`src/rtl/cmfs_pkg.sv`:
```
// Package: shared types and constants for the cube-map face selector.
`timescale 1ns / 1ps
package cmfs_pkg;

    localparam int DIR_W   = 24;
    localparam int COORD_W = 17;
    localparam int ADDR_W  = 32;
    localparam int FACE_W  = 3;
    localparam int NUM_FACES = 6;
    localparam logic [COORD_W-1:0] COORD_MAX = '1;

    // Face codes
    localparam logic [FACE_W-1:0] FACE_PX = 3'd0;
    localparam logic [FACE_W-1:0] FACE_NX = 3'd1;
    localparam logic [FACE_W-1:0] FACE_PY = 3'd2;
    localparam logic [FACE_W-1:0] FACE_NY = 3'd3;
    localparam logic [FACE_W-1:0] FACE_PZ = 3'd4;
    localparam logic [FACE_W-1:0] FACE_NZ = 3'd5;

    // Result of face selection, before division
    typedef struct packed {
        logic [DIR_W-1:0]  mag_x;
        logic [DIR_W-1:0]  mag_y;
        logic [DIR_W-1:0]  mag_z;
        logic              neg_s;
        logic              neg_t;
        logic [FACE_W-1:0] face;
    } sel_t;

    // Item travelling down the divider chain
    typedef struct packed {
        logic [DIR_W-1:0]  rem_s;
        logic [DIR_W-1:0]  rem_t;
        logic [DIR_W-1:0]  divisor;
        logic              neg_s;
        logic              neg_t;
        logic [FACE_W-1:0] face;
        logic [ADDR_W-1:0] addr;
    } work_t;

endpackage

```
`src/rtl/cmfs_if.sv`:
```
// Interfaces: direction input channel and result output channel.
`timescale 1ns / 1ps
interface cmfs_dir_if;
    logic              valid;
    logic              ready;
    logic signed [23:0] dir_u;
    logic signed [23:0] dir_v;
    logic signed [23:0] dir_w;

    modport source (output valid, output dir_u, output dir_v, output dir_w, input ready);
    modport sink   (input valid, input dir_u, input dir_v, input dir_w, output ready);
endinterface

interface cmfs_res_if;
    logic        valid;
    logic        ready;
    logic [16:0] coord_s;
    logic [16:0] coord_t;
    logic [23:0] major_abs;
    logic [2:0]  face_index;
    logic [31:0] face_address;

    modport source (output valid, output coord_s, output coord_t, output major_abs,
                    output face_index, output face_address, input ready);
    modport sink   (input valid, input coord_s, input coord_t, input major_abs,
                    input face_index, input face_address, output ready);
endinterface

```
`src/rtl/cube_map_face_select.sv`:
```
// Top level: cube-map face selection and projection pipeline.
`timescale 1ns / 1ps
// Takes one direction item per cycle while not stalled and returns one result
// item per input, in order. The item passes an input register holding the face
// choice, a chain of COORD_FRAC_BITS division cells (one quotient bit for both
// s and t per cell) and an output register. The whole pipeline advances
// together; it halts only while the output register holds an item not yet
// taken, so ready follows the output side. Base addresses are sampled when an
// item enters. Configuration writes to indices 6 and 7 are ignored.
module cube_map_face_select #(
    parameter int COORD_FRAC_BITS = 16
) (
    input  logic        clk,
    input  logic        rst_n,
    input  logic        cfg_we,
    input  logic [2:0]  cfg_index,
    input  logic [31:0] cfg_data,
    cmfs_dir_if.sink    dir_in,
    cmfs_res_if.source  res_out
);
    import cmfs_pkg::*;

    localparam int QW = COORD_FRAC_BITS;
    localparam int CW = COORD_FRAC_BITS + 1;
    localparam logic [CW-1:0] HALF = CW'(1) << (COORD_FRAC_BITS - 1);

    logic [ADDR_W-1:0] base_reg [NUM_FACES];
    sel_t              sel;
    logic              en;
    logic              stg_valid [QW+1];
    work_t             stg_work  [QW+1];
    logic [QW-1:0]     stg_q_s   [QW+1];
    logic [QW-1:0]     stg_q_t   [QW+1];
    logic              out_valid_reg;
    logic [COORD_W-1:0] coord_s_reg;
    logic [COORD_W-1:0] coord_t_reg;
    logic [DIR_W-1:0]  major_reg;
    logic [FACE_W-1:0] face_reg;
    logic [ADDR_W-1:0] addr_reg;
    logic [COORD_W-1:0] coord_s_next;
    logic [COORD_W-1:0] coord_t_next;
    logic [CW-1:0]     raw_s;
    logic [CW-1:0]     raw_t;
    work_t             last;

    // Configuration registers
    always_ff @(posedge clk or negedge rst_n)
    begin
        if (!rst_n)
        begin
            for (int i = 0; i < NUM_FACES; i++)
                base_reg[i] <= '0;
        end
        else if (cfg_we && cfg_index < 3'(NUM_FACES))
        begin
            base_reg[cfg_index] <= cfg_data;
        end
    end

    // Pipeline advance
    assign en           = !(out_valid_reg && !res_out.ready);
    assign dir_in.ready = en;

    cmfs_face_sel u_face_sel (
        .dir_u (dir_in.dir_u),
        .dir_v (dir_in.dir_v),
        .dir_w (dir_in.dir_w),
        .sel   (sel)
    );

    // Input register
    always_ff @(posedge clk or negedge rst_n)
    begin
        if (!rst_n)
            stg_valid[0] <= 1'b0;
        else if (en)
            stg_valid[0] <= dir_in.valid;
    end

    always_ff @(posedge clk)
    begin
        if (en)
        begin
            stg_work[0].rem_s   <= sel.mag_x;
            stg_work[0].rem_t   <= sel.mag_y;
            stg_work[0].divisor <= sel.mag_z;
            stg_work[0].neg_s   <= sel.neg_s;
            stg_work[0].neg_t   <= sel.neg_t;
            stg_work[0].face    <= sel.face;
            stg_work[0].addr    <= base_reg[sel.face];
        end
    end

    assign stg_q_s[0] = '0;
    assign stg_q_t[0] = '0;

    // Division chain
    for (genvar g = 0; g < QW; g++)
    begin : g_cell
        cmfs_div_cell #(
            .QW    (QW),
            .FIRST (g == 0)
        ) u_cell (
            .clk       (clk),
            .rst_n     (rst_n),
            .en        (en),
            .valid_in  (stg_valid[g]),
            .work_in   (stg_work[g]),
            .q_s_in    (stg_q_s[g]),
            .q_t_in    (stg_q_t[g]),
            .valid_out (stg_valid[g+1]),
            .work_out  (stg_work[g+1]),
            .q_s_out   (stg_q_s[g+1]),
            .q_t_out   (stg_q_t[g+1])
        );
    end

    // Recombine: half plus or minus quotient, saturate to the field
    assign last = stg_work[QW];

    always_comb
    begin
        if (last.divisor == '0)
        begin
            raw_s = HALF;
            raw_t = HALF;
        end
        else
        begin
            raw_s = last.neg_s ? HALF - {1'b0, stg_q_s[QW]} : HALF + {1'b0, stg_q_s[QW]};
            raw_t = last.neg_t ? HALF - {1'b0, stg_q_t[QW]} : HALF + {1'b0, stg_q_t[QW]};
        end
        if (CW > COORD_W && raw_s > CW'(COORD_MAX))
            coord_s_next = COORD_MAX;
        else
            coord_s_next = COORD_W'(raw_s);
        if (CW > COORD_W && raw_t > CW'(COORD_MAX))
            coord_t_next = COORD_MAX;
        else
            coord_t_next = COORD_W'(raw_t);
    end

    // Output register
    always_ff @(posedge clk or negedge rst_n)
    begin
        if (!rst_n)
            out_valid_reg <= 1'b0;
        else if (en)
            out_valid_reg <= stg_valid[QW];
    end

    always_ff @(posedge clk)
    begin
        if (en)
        begin
            coord_s_reg <= coord_s_next;
            coord_t_reg <= coord_t_next;
            major_reg   <= last.divisor;
            face_reg    <= last.face;
            addr_reg    <= last.addr;
        end
    end

    assign res_out.valid        = out_valid_reg;
    assign res_out.coord_s      = coord_s_reg;
    assign res_out.coord_t      = coord_t_reg;
    assign res_out.major_abs    = major_reg;
    assign res_out.face_index   = face_reg;
    assign res_out.face_address = addr_reg;

`ifndef NO_ASSERTIONS
    // Back-pressure only ever comes from a held output item
    a_ready: assert property (@(posedge clk) disable iff (!rst_n)
        !dir_in.ready |-> res_out.valid && !res_out.ready)
        else $error("input stalled without a held output item");

    // A zero major axis is only the zero vector: face -Z at one half
    a_zero: assert property (@(posedge clk) disable iff (!rst_n)
        res_out.valid && res_out.major_abs == '0 |->
            res_out.face_index == FACE_NZ && res_out.coord_s == COORD_W'(HALF)
            && res_out.coord_t == COORD_W'(HALF))
        else $error("zero vector result wrong");

    // Face code stays within the six faces
    a_face: assert property (@(posedge clk) disable iff (!rst_n)
        res_out.valid |-> res_out.face_index <= FACE_NZ)
        else $error("face index out of range");

    // A write to the +X base lands in its register
    a_cfg: assert property (@(posedge clk) disable iff (!rst_n)
        cfg_we && cfg_index == FACE_PX |=> base_reg[0] == $past(cfg_data))
        else $error("base register write lost");
`endif

endmodule

```
`src/rtl/cmfs_face_sel.sv`:
```
// Major-axis selection and per-face remapping of the minor components.
`timescale 1ns / 1ps
module cmfs_face_sel (
    input  logic signed [23:0] dir_u,
    input  logic signed [23:0] dir_v,
    input  logic signed [23:0] dir_w,
    output cmfs_pkg::sel_t     sel
);
    import cmfs_pkg::*;

    logic [DIR_W-1:0] au;
    logic [DIR_W-1:0] av;
    logic [DIR_W-1:0] aw;
    logic             neg_x;
    logic             neg_y;
    logic             neg_z;

    // Magnitudes; the most negative value maps to 2^23
    assign au = dir_u[23] ? (~dir_u + 24'd1) : dir_u;
    assign av = dir_v[23] ? (~dir_v + 24'd1) : dir_v;
    assign aw = dir_w[23] ? (~dir_w + 24'd1) : dir_w;

    // Strict compares: ties fall through to the later axis
    always_comb
    begin
        if (au > av && au > aw)
        begin
            sel.face  = (!dir_u[23] && au != '0) ? FACE_PX : FACE_NX;
            sel.mag_x = aw;
            sel.mag_y = av;
            sel.mag_z = au;
            neg_x     = !dir_w[23];
            neg_y     = (sel.face == FACE_PX) ? !dir_v[23] : dir_v[23];
            neg_z     = dir_u[23];
        end
        else if (av > aw)
        begin
            sel.face  = (!dir_v[23] && av != '0) ? FACE_PY : FACE_NY;
            sel.mag_x = au;
            sel.mag_y = aw;
            sel.mag_z = av;
            neg_x     = (sel.face == FACE_PY) ? dir_u[23] : !dir_u[23];
            neg_y     = dir_w[23];
            neg_z     = dir_v[23];
        end
        else
        begin
            sel.face  = (!dir_w[23] && aw != '0) ? FACE_PZ : FACE_NZ;
            sel.mag_x = au;
            sel.mag_y = av;
            sel.mag_z = aw;
            neg_x     = dir_u[23];
            neg_y     = (sel.face == FACE_PZ) ? !dir_v[23] : dir_v[23];
            neg_z     = dir_w[23];
        end
        // result sign of minor / major
        sel.neg_s = neg_x ^ neg_z;
        sel.neg_t = neg_y ^ neg_z;
    end

endmodule

```
`src/rtl/cmfs_div_cell.sv`:
```
// One restoring-division cell: yields one quotient bit for s and t per item.
`timescale 1ns / 1ps
module cmfs_div_cell #(
    parameter int QW    = 16,
    parameter bit FIRST = 1'b0
) (
    input  logic                  clk,
    input  logic                  rst_n,
    input  logic                  en,
    input  logic                  valid_in,
    input  cmfs_pkg::work_t       work_in,
    input  logic [QW-1:0]         q_s_in,
    input  logic [QW-1:0]         q_t_in,
    output logic                  valid_out,
    output cmfs_pkg::work_t       work_out,
    output logic [QW-1:0]         q_s_out,
    output logic [QW-1:0]         q_t_out
);
    import cmfs_pkg::*;

    logic [DIR_W:0]   trial_s;
    logic [DIR_W:0]   trial_t;
    logic             bit_s;
    logic             bit_t;
    logic [DIR_W:0]   diff_s;
    logic [DIR_W:0]   diff_t;
    logic             valid_reg;
    work_t            work_reg;
    work_t            work_next;
    logic [QW-1:0]    q_s_reg;
    logic [QW-1:0]    q_t_reg;

    // Trial subtract; the first cell compares without a shift
    always_comb
    begin
        trial_s = FIRST ? {1'b0, work_in.rem_s} : {work_in.rem_s, 1'b0};
        trial_t = FIRST ? {1'b0, work_in.rem_t} : {work_in.rem_t, 1'b0};
        diff_s  = trial_s - {1'b0, work_in.divisor};
        diff_t  = trial_t - {1'b0, work_in.divisor};
        bit_s   = trial_s >= {1'b0, work_in.divisor};
        bit_t   = trial_t >= {1'b0, work_in.divisor};
        work_next       = work_in;
        // remainder stays below the divisor, so 24 bits hold it
        work_next.rem_s = bit_s ? diff_s[DIR_W-1:0] : trial_s[DIR_W-1:0];
        work_next.rem_t = bit_t ? diff_t[DIR_W-1:0] : trial_t[DIR_W-1:0];
    end

    // Valid bit
    always_ff @(posedge clk or negedge rst_n)
    begin
        if (!rst_n)
            valid_reg <= 1'b0;
        else if (en)
            valid_reg <= valid_in;
    end

    // Payload
    always_ff @(posedge clk)
    begin
        if (en)
        begin
            work_reg <= work_next;
            q_s_reg  <= {q_s_in[QW-2:0], bit_s};
            q_t_reg  <= {q_t_in[QW-2:0], bit_t};
        end
    end

    assign valid_out = valid_reg;
    assign work_out  = work_reg;
    assign q_s_out   = q_s_reg;
    assign q_t_out   = q_t_reg;

endmodule
```
`src/flat_wrapper.sv`:
```
// flat-port wrapper written by rule: the top's interface ports become plain ports
module cube_map_face_select_flat import cmfs_pkg::*;
#(
    parameter int COORD_FRAC_BITS = 16
)
  (clk, rst_n, cfg_we, cfg_index, cfg_data, dir_in_valid, dir_in_dir_u, dir_in_dir_v, dir_in_dir_w, dir_in_ready, res_out_valid, res_out_coord_s, res_out_coord_t, res_out_major_abs, res_out_face_index, res_out_face_address, res_out_ready);
  cmfs_dir_if dir_in_i ();
  cmfs_res_if res_out_i ();
  input  logic clk;
  input  logic rst_n;
  input  logic cfg_we;
  input  logic [2:0] cfg_index;
  input  logic [31:0] cfg_data;
  input wire logic [$bits(dir_in_i.valid)-1:0] dir_in_valid;
  input wire logic [$bits(dir_in_i.dir_u)-1:0] dir_in_dir_u;
  input wire logic [$bits(dir_in_i.dir_v)-1:0] dir_in_dir_v;
  input wire logic [$bits(dir_in_i.dir_w)-1:0] dir_in_dir_w;
  output wire logic [$bits(dir_in_i.ready)-1:0] dir_in_ready;
  output wire logic [$bits(res_out_i.valid)-1:0] res_out_valid;
  output wire logic [$bits(res_out_i.coord_s)-1:0] res_out_coord_s;
  output wire logic [$bits(res_out_i.coord_t)-1:0] res_out_coord_t;
  output wire logic [$bits(res_out_i.major_abs)-1:0] res_out_major_abs;
  output wire logic [$bits(res_out_i.face_index)-1:0] res_out_face_index;
  output wire logic [$bits(res_out_i.face_address)-1:0] res_out_face_address;
  input wire logic [$bits(res_out_i.ready)-1:0] res_out_ready;
  assign dir_in_i.valid = dir_in_valid;
  assign dir_in_i.dir_u = dir_in_dir_u;
  assign dir_in_i.dir_v = dir_in_dir_v;
  assign dir_in_i.dir_w = dir_in_dir_w;
  assign dir_in_ready = dir_in_i.ready;
  assign res_out_valid = res_out_i.valid;
  assign res_out_coord_s = res_out_i.coord_s;
  assign res_out_coord_t = res_out_i.coord_t;
  assign res_out_major_abs = res_out_i.major_abs;
  assign res_out_face_index = res_out_i.face_index;
  assign res_out_face_address = res_out_i.face_address;
  assign res_out_i.ready = res_out_ready;
  cube_map_face_select #(.COORD_FRAC_BITS(COORD_FRAC_BITS)) u_core (.clk(clk), .rst_n(rst_n), .cfg_we(cfg_we), .cfg_index(cfg_index), .cfg_data(cfg_data), .dir_in(dir_in_i), .res_out(res_out_i));
endmodule
```
`config.mk`:
```
export PLATFORM = sky130hd
export DESIGN_NAME = cube_map_face_select_flat
export DESIGN_NICKNAME = d
export VERILOG_FILES = /design/src/rtl/cmfs_pkg.sv /design/src/rtl/cmfs_if.sv /design/src/rtl/cube_map_face_select.sv /design/src/rtl/cmfs_face_sel.sv /design/src/rtl/cmfs_div_cell.sv /design/src/flat_wrapper.sv
export SDC_FILE = /design/constraint.sdc
export NUM_CORES = 2
export LEC_CHECK = 0
export BUFFER_PORTS_ARGS = -buffer_cell sky130_fd_sc_hd__buf_2
export CORE_MARGIN = 1
export CORE_UTILIZATION = 25
export DETAILED_ROUTE_END_ITERATION = 8
export REMOVE_ABC_BUFFERS = 1
export SYNTH_ARGS = -nofsm -noshare
export SYNTH_HDL_FRONTEND = slang
export SYNTH_SLANG_ARGS = --single-unit
```
`constraint.sdc`:
```
create_clock -name clk -period 89 [get_ports clk]
set_clock_uncertainty 0.15 [all_clocks]
set_input_delay 4.45 -clock clk [delete_from_list [all_inputs] [get_ports clk]]
set_output_delay 4.45 -clock clk [all_outputs]
set_load 0.005 [all_outputs]
```
[Word level (Yosys, flattened, before mapping)]
Cells that the tools add are included.
Word-level totals
  bits in registers: 2380
  input port bits: 112
  output and inout port bits: 95
  logic and storage cells: 365
Operators by class
  $add $sub $neg: 37
  order comparisons: 39
  equality and inequality tests: 2
  multiplexer cells: 57
  bitwise logic cells: 7
  reductions and logical operators: 17
Operator list (count)
  24-bit 2-to-1 mux: 33
  25-bit by 24-bit >= comparator with 1-bit output: 30
  24-bit subtractor: 30
  192-bit bitwise mux: 1
  32-bit binary-select mux with 3-bit select: 1
  32-bit demux with 3-bit select: 1
  32-bit 2-to-1 mux: 3
  24-bit by 1-bit adder with 24-bit output, second input constant: 3
  24-bit greater-than comparator: 3
  72-bit 2-to-1 mux: 1
  24-bit NOT: 3
  24-bit nonzero test: 3
  24-bit >= comparator: 2
  48-bit 2-to-1 mux: 1
  16-bit by 16-bit adder with 17-bit output, first input constant: 2
  17-bit 2-to-1 mux: 2
  16-bit by 16-bit subtractor with 17-bit output, first input constant: 2
  24-bit zero test: 1
  1-bit 2-to-1 mux: 12
  4-bit >= comparator, second input constant: 2
  3-bit NOT with 4-bit output: 2
  1-bit logical AND: 7
  3-bit 2-to-1 mux: 2
  1-bit zero test: 5
  6 further kinds: 7

[Longest topological paths before layout]
  depth after elaboration: 12
  mapped depth: 20

[By module]
Synthesis repeated with hierarchy kept, for this count alone.
Unflattened totals
  cells, all modules: 11098
  area total of the unflattened synthesis: 140614.9 µm²
Modules (own cells, without submodules)
  cmfs_div_cell at u_core.g_cell[10].u_cell ...: times used 15, cells an instance 598, area an instance 7524.7 µm², seq. area each 4259.1 µm²
  cube_map_face_select: times used 1, cells an instance 925, area an instance 15672.5 µm², seq. area each 10920.5 µm²
  cmfs_div_cell at u_core.g_cell[0].u_cell: times used 1, cells an instance 557, area an instance 7388.3 µm², seq. area each 4259.1 µm²
  cmfs_face_sel: times used 1, cells an instance 646, area an instance 4683.2 µm², seq. area each 0.0 µm²

[Worst setup path before layout]
Ideal clock, no wire load.
  path kind: input port to flip-flop
  start: input res_out_ready
  end: register u_core.g_cell[10].u_cell.valid_out (netlist name)
  arrival: 70719 ps
  required time: 88605 ps
  slack: 17885 ps
  stages on the path: 4
  path buffers: 2
  cells stage by stage: nand2b_1 -> clkbuf_1 -> clkbuf_1 -> mux2_2
On the way
  longest elaborated chain between the ends: 2
RTL lines
  start, declared: line flat_wrapper.sv:25  | input wire logic [$bits(res_out_i.ready)-1:0] res_out_ready;
  1-bit zero test: line cube_map_face_select.sv:61  | assign en = !(out_valid_reg && !res_out.ready);
  1-bit logical AND: line cube_map_face_select.sv:61
No other way between the ends.
A chain may end at the register's enable or synchronous reset.

[Worst setup path after layout]
  start: input res_out_ready
  end: output dir_in_ready
On the way
  longest elaborated chain between the ends: 3
RTL lines
  1-bit zero test: line cube_map_face_select.sv:61
  1-bit logical AND: line cube_map_face_select.sv:61
  1-bit zero test: line cube_map_face_select.sv:61
  end, declared: line flat_wrapper.sv:18  | output wire logic [$bits(dir_in_i.ready)-1:0] dir_in_ready;
No other way between the ends.

==> run_results.csv <==
group,metric,value,unit
run_status,status,"finished, final reports clean",
worst_setup_path,nature_of_the_critical_path_startpoint,"input port",
cells_and_area,number_of_flip_flops_under_the_largest_register_name,1696,
die,effective_utilization_at_floorplan,0.251,
worst_setup_path,cpMaxStageDelayCell,"sky130_fd_sc_hd__nand2b_4",
worst_setup_path,crit_family,"simple AND/OR/NAND/NOR gates",
worst_setup_path,cp_slowest_stage_delay,870,ps
worst_setup_path,worstSetupEndpointType,"output pin",
sta,setup_tns,0,ps
die,core.rowCount,256,
global_route,grt_overflow,0,
cts,cts_htree_levels,5,
die,chipHeight,701,µm
synth,synth_sequential_area_ratio,0.576,
global_route,first_pass_grt_wire_length,432000,µm
routing,wl,281000,µm
cells_and_area,multi_input_comb_area,48600,µm²
routing,initial_drc_count,4296,
routing,antenna_violating_nets_post_route,0,
global_route,via_count_of_the_first_global_routing_pass,75700,
worst_setup_path,worst-endpoint-arrival,5780,ps
synth,synth_edf_count,2170,
worst_setup_path,worst_r2r_startpoint,"u_core.res_out.valid",
routing,drt_pre_antenna_iters,5,
sta,setup_viol_count_final,0,
routing,routed-via-count,75000,
global_route,grt_start_max_net_pins,193,
sta,min_period_over_period,0.117,
cts,numCtsBuffers,264,
cells_and_area,area_growth,14.4,%
sta,timing_hold_violations_final,0,
synth,synth.cell_area,122000,µm²
cells_and_area,fraction_of_layout_cells_with_a_size_suffix_above_1,0.134,
sta,final_max_slew_viol_count,0,
routing,routed_wire_length_per_instance,16.7,µm
sta,actual_transition_at_the_worst_max_transition_pin,1220,ps
routing,avg_vias_per_cell,4.47,
die,die_x,701,µm
routing,number_of_drc_violations_after_detailed_routing,0,
synth,ys_seq_elements,2380,
sta,min_period,10380,ps
cts,path_clk_slew,60,ps
worst_setup_path,crit_type,"input port to output pin",
die,design.die.area,492000,µm²
synth,synth-warning-count,0,
worst_setup_path,required,84400,ps
sta,fmax,96.3,MHz
cts,ctsRootBufferMaster,"sky130_fd_sc_hd__clkbuf_16",
worst_setup_path,critical_path_peak_fanout,62,
worst_setup_path,startpoint,"res_out_ready",
synth,ys_async_sr_fraction,0.0882,
die,core_area,487000,µm²
synth,netlist_instances,9762,
place,finalWeightedCongestion,0.916,
cts,tritoncts_clock_tree,"yes",
die,ios,207,
worst_setup_path,critPathMostFrequentCell,"sky130_fd_sc_hd__buf_2",
synth,ys.flop_type,"sky130_fd_sc_hd__edfxtp_1",
cts,clk_latency,920,ps
worst_setup_path,crit_path_cell_trace,"buf_2 -> nand2b_4 -> buf_2",
cells_and_area,finalCoreUtilization,0.287,
worst_setup_path,worst-path-buf-inv,2,
cells_and_area,final.fill_count,49300,
cts,clock-sinks,2380,
global_route,grt_util_all_layers,0.110,
sta,worst_slew_margin_rel,0.189,
global_route,grt_antenna_before_repair,13,
place,place.port_buffers,206,
cts,hold_buffers,0,
cts,cts_setup_buffers,0,
place,hpwlAfterDp,210000,µm
synth,syn_area_per_cell,12.5,µm²
cells_and_area,nets,11100,
run,cap_violations,0,
synth,yosysUniqueCellTypes,92,
cts,max-clock-path-buffers,4,
hold_path,holdCritStartpoint,"u_core.g_cell[13].u_cell.work_out[18]",
hold_path,hold_wc_path_type,"register to register",
cts,cts-resized-gates,0,
sta,rsz0062_at_grt,"false",
cells_and_area,regArea,70400,µm²
## Yosys cell counts (210+ instances only)
cell	n	share of area
sky130_fd_sc_hd__dfrtp_1	210	0.043
sky130_fd_sc_hd__a21o_1	240	0.015
sky130_fd_sc_hd__nor2_1	590	0.018
sky130_fd_sc_hd__xnor2_1	381	0.027
sky130_fd_sc_hd__inv_1	697	0.021
sky130_fd_sc_hd__nand2_1	574	0.018
sky130_fd_sc_hd__o21ai_0	548	0.022
sky130_fd_sc_hd__xor2_1	244	0.017
sky130_fd_sc_hd__mux2_2	622	0.057
sky130_fd_sc_hd__a21oi_1	605	0.025
sky130_fd_sc_hd__edfxtp_1	2170	0.53
sky130_fd_sc_hd__ha_1	828	0.085
## path summary, 6_finish.rpt
kind                       slack [ps]                                    end  cells past startpoint
max reg2reg                     82430  u_core.g_cell[15].u_cell.work_out[49]                      7
max                             78620                           dir_in_ready                      3
min                               230  u_core.g_cell[14].u_cell.work_out[18]                      0
min in group asynchronous        3330                   u_core.base_reg[167]                      1
min reg2reg                       230  u_core.g_cell[14].u_cell.work_out[18]                      0
max in group asynchronous       83870                    u_core.base_reg[89]                      2
## cells by family after synthesis
family / Yosys count / synth area share
flip-flops: 2380 / 0.576
AND/OR/NAND/NOR: 2175 / 0.0865
AO/OA/AOI/OAI: 2080 / 0.106
buffers and inverters: 878 / 0.0275
adder cells (fa/ha/maj): 864 / 0.0901
multiplexers: 758 / 0.0684
XOR/XNOR: 627 / 0.0451
## metal layers
metal / wire length [µm] / global-route usage / up-vias
li1: - / - / 37100
met1: 117000 / 0.127 / 35900
met3: 9280 / 0.0148 / 597
met2: 143000 / 0.204 / 1391
met4: 12100 / 0.0461 / 2
met5: 17 / 0 / -
## area by class of cell
class	instances	share of cell area
Tap cell	6450	0.0577
Timing Repair Buffer	300	0.0128
Antenna cell	5	0.0000895
Clock buffer	330	0.0503
Sequential cell	2380	0.504
Inverter	697	0.0187
Clock inverter	133	0.00890
Multi-Input combinational cell	6504	0.348
## placed cells by master (no fill, tap or decap), types with 34 or more instances in the layout
cell type / instances
sky130_fd_sc_hd__buf_2: 205
sky130_fd_sc_hd__and3_1: 84
sky130_fd_sc_hd__clkbuf_16: 270
sky130_fd_sc_hd__a31oi_1: 65
sky130_fd_sc_hd__nand4_1: 137
sky130_fd_sc_hd__nand2_1: 574
sky130_fd_sc_hd__ha_1: 828
sky130_fd_sc_hd__edfxtp_1: 2170
sky130_fd_sc_hd__mux2_2: 622
sky130_fd_sc_hd__or3_1: 45
sky130_fd_sc_hd__a21boi_0: 69
sky130_fd_sc_hd__a21oi_1: 604
sky130_fd_sc_hd__nor3_1: 129
sky130_fd_sc_hd__a311oi_1: 34
sky130_fd_sc_hd__o21ai_0: 548
sky130_fd_sc_hd__clkbuf_1: 55
sky130_fd_sc_hd__nor4_1: 41
sky130_fd_sc_hd__mux2i_1: 136
sky130_fd_sc_hd__nand2b_1: 141
sky130_fd_sc_hd__and2_1: 42
sky130_fd_sc_hd__a21o_1: 240
sky130_fd_sc_hd__o21a_1: 97
sky130_fd_sc_hd__nand3_1: 134
sky130_fd_sc_hd__o31ai_1: 74
sky130_fd_sc_hd__o21bai_1: 53
sky130_fd_sc_hd__dfrtp_1: 210
sky130_fd_sc_hd__inv_1: 697
sky130_fd_sc_hd__nor2_1: 588
sky130_fd_sc_hd__clkinv_1: 49
sky130_fd_sc_hd__o211ai_1: 63
sky130_fd_sc_hd__buf_4: 90
sky130_fd_sc_hd__xnor2_1: 381
sky130_fd_sc_hd__nor2b_1: 138
sky130_fd_sc_hd__xor2_1: 244
## per-stage QoR
step	hold WS (ps)	std cells	worst slack [ps]	area [µm²]
final	233	16800	78620	140000
after global routing	234	16800	78540	140000
after CTS	231	16800	78600	140000
after detailed placement	255	16300	78200	132000
after global placement	250	16300	78220	132000
after floorplan	250	9581	25800	122000
Power is left out: the tool's default activity adds up to more than one toggle a clock period on the data nets, which glitch-free logic cannot reach.
